File: src/hw/rtl/dotq_pkg.sv
// Shared types and codes for the deadline-ordered timer queue.
`timescale 1ns / 1ps

package dotq_pkg;

  localparam int FireLimit = 16;
  localparam int FireW     = $clog2(FireLimit + 1);

  localparam logic OpInsert = 1'b0;
  localparam logic OpTick   = 1'b1;

  localparam logic [1:0] KindAccepted = 2'd0;
  localparam logic [1:0] KindFull     = 2'd1;
  localparam logic [1:0] KindFired    = 2'd2;
  localparam logic [1:0] KindNone     = 2'd3;

  typedef enum logic [2:0] {
    ST_IDLE,
    ST_SCAN,
    ST_SH_RD,
    ST_SH_WR,
    ST_INS,
    ST_FIRE
  } dotq_state_e;

endpackage

File: src/hw/rtl/dotq_ram.sv
// Single-port-write, registered-read entry store for the timer queue.
`timescale 1ns / 1ps

module dotq_ram #(
  parameter int DEPTH = 16,
  parameter int WIDTH = 80
) (
  input  logic                     clk_i,
  input  logic                     we_i,
  input  logic [$clog2(DEPTH)-1:0] waddr_i,
  input  logic [WIDTH-1:0]         wdata_i,
  input  logic                     re_i,
  input  logic [$clog2(DEPTH)-1:0] raddr_i,
  output logic [WIDTH-1:0]         rdata_o
);

  logic [WIDTH-1:0] mem_q [DEPTH];
  logic [WIDTH-1:0] rdata_q;

  always_ff @(posedge clk_i) begin
    if (we_i) begin
      mem_q[waddr_i] <= wdata_i;
    end
  end

  always_ff @(posedge clk_i) begin
    if (re_i) begin
      rdata_q <= mem_q[raddr_i];
    end
  end

  assign rdata_o = rdata_q;

endmodule

File: src/hw/rtl/deadline_ordered_timer_queue.sv
// Insert: an empty queue writes the head slot and a full queue is refused from idle;
// else it scans, shifts each later entry up by a read and a write, then inserts, all
// through one 64-bit comparator and one RAM port. Tick: one RAM read per fired timer.
// Throughput: one item at a time, taken only when idle with the output register free.
// Reset: asynchronous, active low; clears count, ring head, sequencer and output valid.
// Entry RAM contents are not cleared; only entries below the count are ever used.
`timescale 1ns / 1ps

module deadline_ordered_timer_queue #(
  parameter int DEPTH    = 16,
  parameter int TAG_BITS = 16
) (
  input  logic        clk_i,
  input  logic        rst_ni,
  // input channel
  input  logic        in_valid_i,
  output logic        in_stall_o,
  input  logic        op_i,
  input  logic [63:0] deadline_i,
  input  logic [15:0] timer_tag_i,
  input  logic [63:0] now_time_i,
  // result channel
  output logic        out_valid_o,
  input  logic        out_stall_i,
  output logic [1:0]  kind_o,
  output logic [15:0] fired_tag_o,
  output logic [63:0] fired_deadline_o,
  output logic        last_o
);

  import dotq_pkg::*;

  // Stored tag width: the tag port is 16 bits, TAG_BITS may mask it further.
  localparam int TagW  = (TAG_BITS < 16) ? TAG_BITS : 16;
  localparam int IdxW  = $clog2(DEPTH);
  localparam int CntW  = $clog2(DEPTH + 1);
  localparam int SumW  = $clog2(2 * DEPTH);
  localparam int DataW = 64 + TagW;

  // The queue is a ring in RAM: logical entry l lives at (head + l) mod DEPTH.
  // Popping advances the head; inserting shifts the tail up by one.
  function automatic logic [IdxW-1:0] phys(input logic [IdxW-1:0] head,
                                           input logic [CntW-1:0] l);
    logic [SumW-1:0] s;
    s = SumW'(head) + SumW'(l);
    if (s >= SumW'(DEPTH)) begin
      s = s - SumW'(DEPTH);
    end
    return s[IdxW-1:0];
  endfunction

  dotq_state_e state_q, state_d;

  logic            op_q, op_d;
  logic [63:0]     key_q, key_d;       // deadline for an insert, now for a tick
  logic [TagW-1:0] tag_q, tag_d;
  logic [IdxW-1:0] head_q, head_d;
  logic [CntW-1:0] count_q, count_d;
  logic [CntW-1:0] idx_q, idx_d;       // scan position, then shift source
  logic [CntW-1:0] pos_q, pos_d;       // insert position
  logic [FireW-1:0] fired_q, fired_d;

  // Fired entry held back until the next compare tells whether it is the last.
  logic            pend_q, pend_d;
  logic [63:0]     pend_dl_q, pend_dl_d;
  logic [TagW-1:0] pend_tag_q, pend_tag_d;

  // Output register
  logic            out_valid_q, out_valid_d;
  logic [1:0]      kind_q, kind_d;
  logic [15:0]     otag_q, otag_d;
  logic [63:0]     odl_q, odl_d;
  logic            last_q, last_d;

  // RAM port
  logic             we;
  logic [IdxW-1:0]  waddr;
  logic [DataW-1:0] wdata;
  logic             re;
  logic [IdxW-1:0]  raddr;
  logic [DataW-1:0] rdata;
  logic [63:0]      rd_dl;
  logic [TagW-1:0]  rd_tag;

  logic        out_free;
  logic        accept;
  logic [63:0] cmp_a;
  logic [63:0] cmp_b;
  logic        cmp_le;
  logic        due;

  dotq_ram #(
    .DEPTH(DEPTH),
    .WIDTH(DataW)
  ) u_ram (
    .clk_i  (clk_i),
    .we_i   (we),
    .waddr_i(waddr),
    .wdata_i(wdata),
    .re_i   (re),
    .raddr_i(raddr),
    .rdata_o(rdata)
  );

  assign rd_dl  = rdata[63:0];
  assign rd_tag = rdata[DataW-1:64];

  // One shared comparator: insert asks key <= entry, tick asks entry <= now.
  assign cmp_a  = (op_q == OpTick) ? rd_dl : key_q;
  assign cmp_b  = (op_q == OpTick) ? key_q : rd_dl;
  assign cmp_le = (cmp_a <= cmp_b);
  assign due    = (count_q != '0) && (fired_q < FireW'(FireLimit)) && cmp_le;

  assign out_free   = !out_valid_q || !out_stall_i;
  assign in_stall_o = !((state_q == ST_IDLE) && out_free);
  assign accept     = in_valid_i && !in_stall_o;

  always_comb begin
    state_d     = state_q;
    op_d        = op_q;
    key_d       = key_q;
    tag_d       = tag_q;
    head_d      = head_q;
    count_d     = count_q;
    idx_d       = idx_q;
    pos_d       = pos_q;
    fired_d     = fired_q;
    pend_d      = pend_q;
    pend_dl_d   = pend_dl_q;
    pend_tag_d  = pend_tag_q;
    out_valid_d = out_valid_q && out_stall_i;
    kind_d      = kind_q;
    otag_d      = otag_q;
    odl_d       = odl_q;
    last_d      = last_q;
    we          = 1'b0;
    waddr       = '0;
    wdata       = '0;
    re          = 1'b0;
    raddr       = '0;

    case (state_q)
      ST_IDLE: begin
        if (accept) begin
          op_d  = op_i;
          key_d = (op_i == OpTick) ? now_time_i : deadline_i;
          tag_d = timer_tag_i[TagW-1:0];
          if (op_i == OpInsert) begin
            if (count_q == CntW'(DEPTH)) begin
              out_valid_d = 1'b1;
              kind_d      = KindFull;
              otag_d      = '0;
              odl_d       = '0;
              last_d      = 1'b1;
            end else if (count_q == '0) begin
              // Empty queue: write straight to the head slot.
              we          = 1'b1;
              waddr       = head_q;
              wdata       = {timer_tag_i[TagW-1:0], deadline_i};
              count_d     = count_q + CntW'(1);
              out_valid_d = 1'b1;
              kind_d      = KindAccepted;
              otag_d      = '0;
              odl_d       = '0;
              last_d      = 1'b1;
            end else begin
              re      = 1'b1;
              raddr   = phys(head_q, '0);
              idx_d   = '0;
              state_d = ST_SCAN;
            end
          end else begin
            if (count_q == '0) begin
              out_valid_d = 1'b1;
              kind_d      = KindNone;
              otag_d      = '0;
              odl_d       = '0;
              last_d      = 1'b1;
            end else begin
              re      = 1'b1;
              raddr   = phys(head_q, '0);
              fired_d = '0;
              pend_d  = 1'b0;
              state_d = ST_FIRE;
            end
          end
        end
      end

      ST_SCAN: begin
        // Stop at the first entry whose deadline is greater or equal.
        if (cmp_le) begin
          pos_d   = idx_q;
          idx_d   = count_q - CntW'(1);
          state_d = ST_SH_RD;
        end else if (idx_q + CntW'(1) == count_q) begin
          pos_d   = count_q;
          state_d = ST_INS;
        end else begin
          idx_d = idx_q + CntW'(1);
          re    = 1'b1;
          raddr = phys(head_q, idx_q + CntW'(1));
        end
      end

      ST_SH_RD: begin
        re      = 1'b1;
        raddr   = phys(head_q, idx_q);
        state_d = ST_SH_WR;
      end

      ST_SH_WR: begin
        // Move one entry up a slot, walking from the tail down to the insert point.
        we    = 1'b1;
        waddr = phys(head_q, idx_q + CntW'(1));
        wdata = rdata;
        if (idx_q == pos_q) begin
          state_d = ST_INS;
        end else begin
          idx_d   = idx_q - CntW'(1);
          state_d = ST_SH_RD;
        end
      end

      ST_INS: begin
        if (out_free) begin
          we          = 1'b1;
          waddr       = phys(head_q, pos_q);
          wdata       = {tag_q, key_q};
          count_d     = count_q + CntW'(1);
          out_valid_d = 1'b1;
          kind_d      = KindAccepted;
          otag_d      = '0;
          odl_d       = '0;
          last_d      = 1'b1;
          state_d     = ST_IDLE;
        end
      end

      ST_FIRE: begin
        if (out_free) begin
          if (due) begin
            if (pend_q) begin
              out_valid_d = 1'b1;
              kind_d      = KindFired;
              otag_d      = 16'(pend_tag_q);
              odl_d       = pend_dl_q;
              last_d      = 1'b0;
            end
            // Pop the head and fetch the next one.
            pend_d     = 1'b1;
            pend_dl_d  = rd_dl;
            pend_tag_d = rd_tag;
            head_d     = phys(head_q, CntW'(1));
            count_d    = count_q - CntW'(1);
            fired_d    = fired_q + FireW'(1);
            re         = 1'b1;
            raddr      = phys(head_q, CntW'(1));
          end else begin
            out_valid_d = 1'b1;
            last_d      = 1'b1;
            if (pend_q) begin
              kind_d = KindFired;
              otag_d = 16'(pend_tag_q);
              odl_d  = pend_dl_q;
            end else begin
              kind_d = KindNone;
              otag_d = '0;
              odl_d  = '0;
            end
            pend_d  = 1'b0;
            state_d = ST_IDLE;
          end
        end
      end

      default: begin
        state_d = ST_IDLE;
      end
    endcase
  end

  always_ff @(posedge clk_i or negedge rst_ni) begin
    if (!rst_ni) begin
      state_q     <= ST_IDLE;
      head_q      <= '0;
      count_q     <= '0;
      pend_q      <= 1'b0;
      out_valid_q <= 1'b0;
    end else begin
      state_q     <= state_d;
      head_q      <= head_d;
      count_q     <= count_d;
      pend_q      <= pend_d;
      out_valid_q <= out_valid_d;
    end
  end

  always_ff @(posedge clk_i) begin
    op_q       <= op_d;
    key_q      <= key_d;
    tag_q      <= tag_d;
    idx_q      <= idx_d;
    pos_q      <= pos_d;
    fired_q    <= fired_d;
    pend_dl_q  <= pend_dl_d;
    pend_tag_q <= pend_tag_d;
    kind_q     <= kind_d;
    otag_q     <= otag_d;
    odl_q      <= odl_d;
    last_q     <= last_d;
  end

  assign out_valid_o      = out_valid_q;
  assign kind_o           = kind_q;
  assign fired_tag_o      = otag_q;
  assign fired_deadline_o = odl_q;
  assign last_o           = last_q;

endmodule

File: config.mk
export PLATFORM = sky130hd
export DESIGN_NAME = deadline_ordered_timer_queue
export DESIGN_NICKNAME = d
export VERILOG_FILES = /design/src/hw/rtl/dotq_pkg.sv /design/src/hw/rtl/dotq_ram.sv /design/src/hw/rtl/deadline_ordered_timer_queue.sv
export SDC_FILE = /design/constraint.sdc
export NUM_CORES = 2
export LEC_CHECK = 0
export BUFFER_PORTS_ARGS = -buffer_cell sky130_fd_sc_hd__buf_2
export CAP_MARGIN = 10
export CORE_MARGIN = 4
export CORE_UTILIZATION = 30
export DETAILED_ROUTE_END_ITERATION = 10
export GPL_ROUTABILITY_DRIVEN = 0
export PLACE_DENSITY_LB_ADDON = 0.12
export SYNTH_ARGS = -nofsm -noshare
export SYNTH_HDL_FRONTEND = slang
export SYNTH_SLANG_ARGS = --single-unit
File: constraint.sdc
create_clock -name clk_i -period 10.3 [get_ports clk_i]
set_input_delay 2.06 -clock clk_i [delete_from_list [all_inputs] [get_ports clk_i]]
set_output_delay 2.06 -clock clk_i [all_outputs]
set_load 0.02 [all_outputs]
==> impl_metrics.env <==
export IMPL_post_cts_repair_setup_buffers=0
export IMPL_hold_ws_ps=504
export IMPL_root_buffer="clkbuf_16"
export IMPL_synthCells=3798
export IMPL_dieWidth_um=479
export IMPL_clk_pin_slew_ps=60
export IMPL_viasPerCell=5.06
export IMPL_finClkSkew_ps=34.0
export IMPL_cp_common_cell="nand4_1"
export IMPL_port_buffers=233
export IMPL_cp_max_fo=69
export IMPL_clkLatencyLatePin_ps=830
export IMPL_setup_viol=0
export IMPL_setup_tns_ps=0
export IMPL_syn_num_nets=3978
export IMPL_period_minus_slack_ps=8760
export IMPL_p_per_area_nw_per_um2=326
export IMPL_setup_slack_ps=1540
export IMPL_firstDrtPassIters=6
export IMPL_layout_commonest_cell="edfxtp_1"
export IMPL_min_path_type="flip-flop to flip-flop"
export IMPL_power_mw=25.1
export IMPL_synth_async_reset_ratio_pct=0.857
export IMPL_place_ws_ps=1210
export IMPL_p_clk_share_pct=24.1
export IMPL_p_sw_mw=9.11
export IMPL_finalMaxSlewViolations=0
export IMPL_cts_buffer_depth=3
export IMPL_seq_area_um2=49000
export IMPL_synth_avg_cell_area_um2=17.5
export IMPL_area_growth_pct=15.9
export IMPL_multi_input_area_um2=16300
export IMPL_hpwl_um=120000
export IMPL_grt_pass1_wl_um=296000
export IMPL_io_pin_count=234
export IMPL_cts_tree="yes"
export IMPL_drive_above_1_share_pct=27.2
export IMPL_antenna_found_initial=11
export IMPL_cts_resized=0
export IMPL_ant_nets=0
export IMPL_layout_nets=4275
export IMPL_hold_viol_final=0
export IMPL_die_h_um=479
export IMPL_max_stage_delay_ps=880
export IMPL_utilization_pct=35.0
export IMPL_cts_hold_buffers=0
export IMPL_yosysWarningCount=0
export IMPL_initialDrtViolationCount=3348
export IMPL_num_rows=172
export IMPL_maxCapViolations=0
export IMPL_ys_seq_area_share_pct=73.7
export IMPL_criticalPathCategory="flip-flop to flip-flop"
export IMPL_period_share_pct=85.1
export IMPL_numCtsBuffers=182
export IMPL_status="completed"
export IMPL_layout_common_cells="edfxtp_1 (1619), mux2_2 (540), o22ai_1 (325)"
export IMPL_fill_cells=21007
export IMPL_crit_path_start_kind="flip-flop"
export IMPL_arrival_ps=9310
export IMPL_irDropWorstVdd_uv=436
export IMPL_synthFlopType="edfxtp_1"
export IMPL_h_tree_depth=4
export IMPL_tightest_slew_ps=1250
export IMPL_grt_pass1_vias=37694
export IMPL_core_area_um2=220000
export IMPL_internal_power_mw=16.0
export IMPL_cp_end_kind="flip-flop"
export IMPL_required_ps=10850
export IMPL_cpMaxStageDelayCell="nor4_2"
export IMPL_initial_utilization_pct=30.2
export IMPL_grt_ovfl_total=0
export IMPL_netlist_area_um2=66400
export IMPL_grt_usage_pct=18.1
export IMPL_wl_per_cell_um=29.5
export IMPL_drcViolationCount=0
export IMPL_cts_sinks=1633
export IMPL_synth_edf_count=1619
export IMPL_synth_seq_cells=1633
export IMPL_p_sw_share_pct=36.3
export IMPL_drt_total_wl_um=212000
export IMPL_rsz0062_at_grt="no"
export IMPL_pwr_share_seq_pct=40.5
export IMPL_dr_total_vias=36427
export IMPL_post_synth_num_cell_types=72
export IMPL_grt_max_degree=81
export IMPL_combPwrFrac_pct=35.4
export IMPL_die_area_um2=229000
export IMPL_maxSlewHeadroom_pct=15.9
export IMPL_fmax_ghz=0.114
export IMPL_power_leakage_nw=25.7
export IMPL_worstPathCellList="buf_12 -> mux2_2 -> ha_1 -> nand4_1 -> nor4_1 -> nand4_1 -> nor4_2 -> nand4_1 -> o211ai_1 -> nor4b_2 -> a21oi_2 -> buf_4 -> or4_1 -> inv_6 -> a221oi_2 -> nand3_4 -> buf_12 -> buf_4 -> o22ai_1 -> nor4_1"
## area by class of cell
type / count / share of cell area [%]
clock inverters: 89 / 0.863
inverters: 129 / 0.635
repair buffers: 328 / 2.78
multi-input cells: 1821 / 21.1
clock buffers: 234 / 6.22
diodes: 7 / 0.0227
flip-flops and latches: 1633 / 63.6
well taps: 2958 / 4.80
## through the flow
| step | area (um2) | cells |
|---|---|---|
| after CTS | 77000 | 7192 |
| after detailed placement | 71600 | 6869 |
| after global placement | 71600 | 6869 |
| final | 77000 | 7199 |
| after global routing | 77000 | 7197 |
| after floorplan | 66400 | 3798 |
## worst max-delay path: cells and delay by family (launching register included)
family                     cells  cell delay [ps]
and+or+nand+nor                9             4220
buffers and inverters          5             1580
AOI/OAI and AO/OA              4             1500
muxes                          1              390
DFF                            1              370
adders and majority gates      1              290
## final timing paths
kind / start / endpoint / slack, ps / depth (start not counted)
setup / recovery: op_q / u_ram.rdata_o[61] / 1540 / 20
hold / removal: u_ram.rdata_o[69] / pend_tag_q[5] / 500 / 0
setup reg to reg: op_q / u_ram.rdata_o[61] / 1540 / 20
hold reg to reg: u_ram.rdata_o[69] / pend_tag_q[5] / 500 / 0
max in group asynchronous: rst_ni / count_q[2] / 8870 / 1
min in group asynchronous: rst_ni / count_q[4] / 1170 / 1
## layer usage
| layer | share of wire, % | GRT usage, % | wire (um) | vias to the layer above |
|---|---|---|---|---|
| met1 | 45 | 24.7 | 94800 | 19286 |
| met4 | 3.1 | 5.97 | 6690 | 2 |
| met2 | 48 | 29.8 | 102000 | 936 |
| met5 | 0.0085 | 0 | 18 | - |
| li1 | - | - | - | 15938 |
| met3 | 4.2 | 2.59 | 8910 | 265 |
## power by group through the flow
stage               logic, mW  clock network [mW]  registers (mW)
floorplan                5.60                   0            10.1
global placement         8.96                   0            10.3
detailed placement       8.98                   0            10.3
CTS                      9.02                6.22            10.2
global route             9.56                6.51            10.3
finish                   8.88                6.05            10.2
## sequential cells by signal, indices dropped and copies added (netlist names)
| name | cells |
|---|---|
| u_ram.mem_q | 1280 |
| u_ram.rdata_o | 80 |
| fired_deadline_o | 64 |
| key_q | 64 |
| pend_dl_q | 64 |
| fired_tag_o | 16 |
| pend_tag_q | 16 |
| tag_q | 16 |
| count_q | 5 |
| fired_q | 5 |
| idx_q | 5 |
| pos_q | 5 |
| head_q | 4 |
| state_q | 3 |
| kind_o | 2 |
| last_o | 1 |
| op_q | 1 |
| out_valid_o | 1 |
| pend_q | 1 |
## cell usage after synthesis, types with 25 or more instances
master    number  area share [%]
inv_1        128            0.72
nor2b_1       38            0.36
mux2_2       540             9.2
xor2_1        33            0.43
xnor2_1       39            0.51
mux2_1       178             3.0
edfxtp_1    1619              73
nand2b_1      25            0.24
a22o_1        81             1.1
a21oi_1       26            0.20
clkbuf_1      73            0.41
nor4_1        83            0.78
ha_1          28            0.53
buf_2        121            0.91
nand2_1       55            0.31
maj3_1        36            0.54
a222oi_1      79             1.2
o22ai_1      325             3.1
nor2_1        52            0.29
## cells by family after synthesis
group / Yosys count / share of synthesized area [%]
DFF: 1633 / 73.7
adders and majority gates: 73 / 1.26
muxes: 739 / 12.5
and+or+nand+nor: 337 / 2.81
xor gates and xnor gates: 72 / 0.949
buffers and inverters: 344 / 2.26
AOI/OAI and AO/OA: 600 / 6.54
No activity file was read; power rests on OpenSTA's default activity.
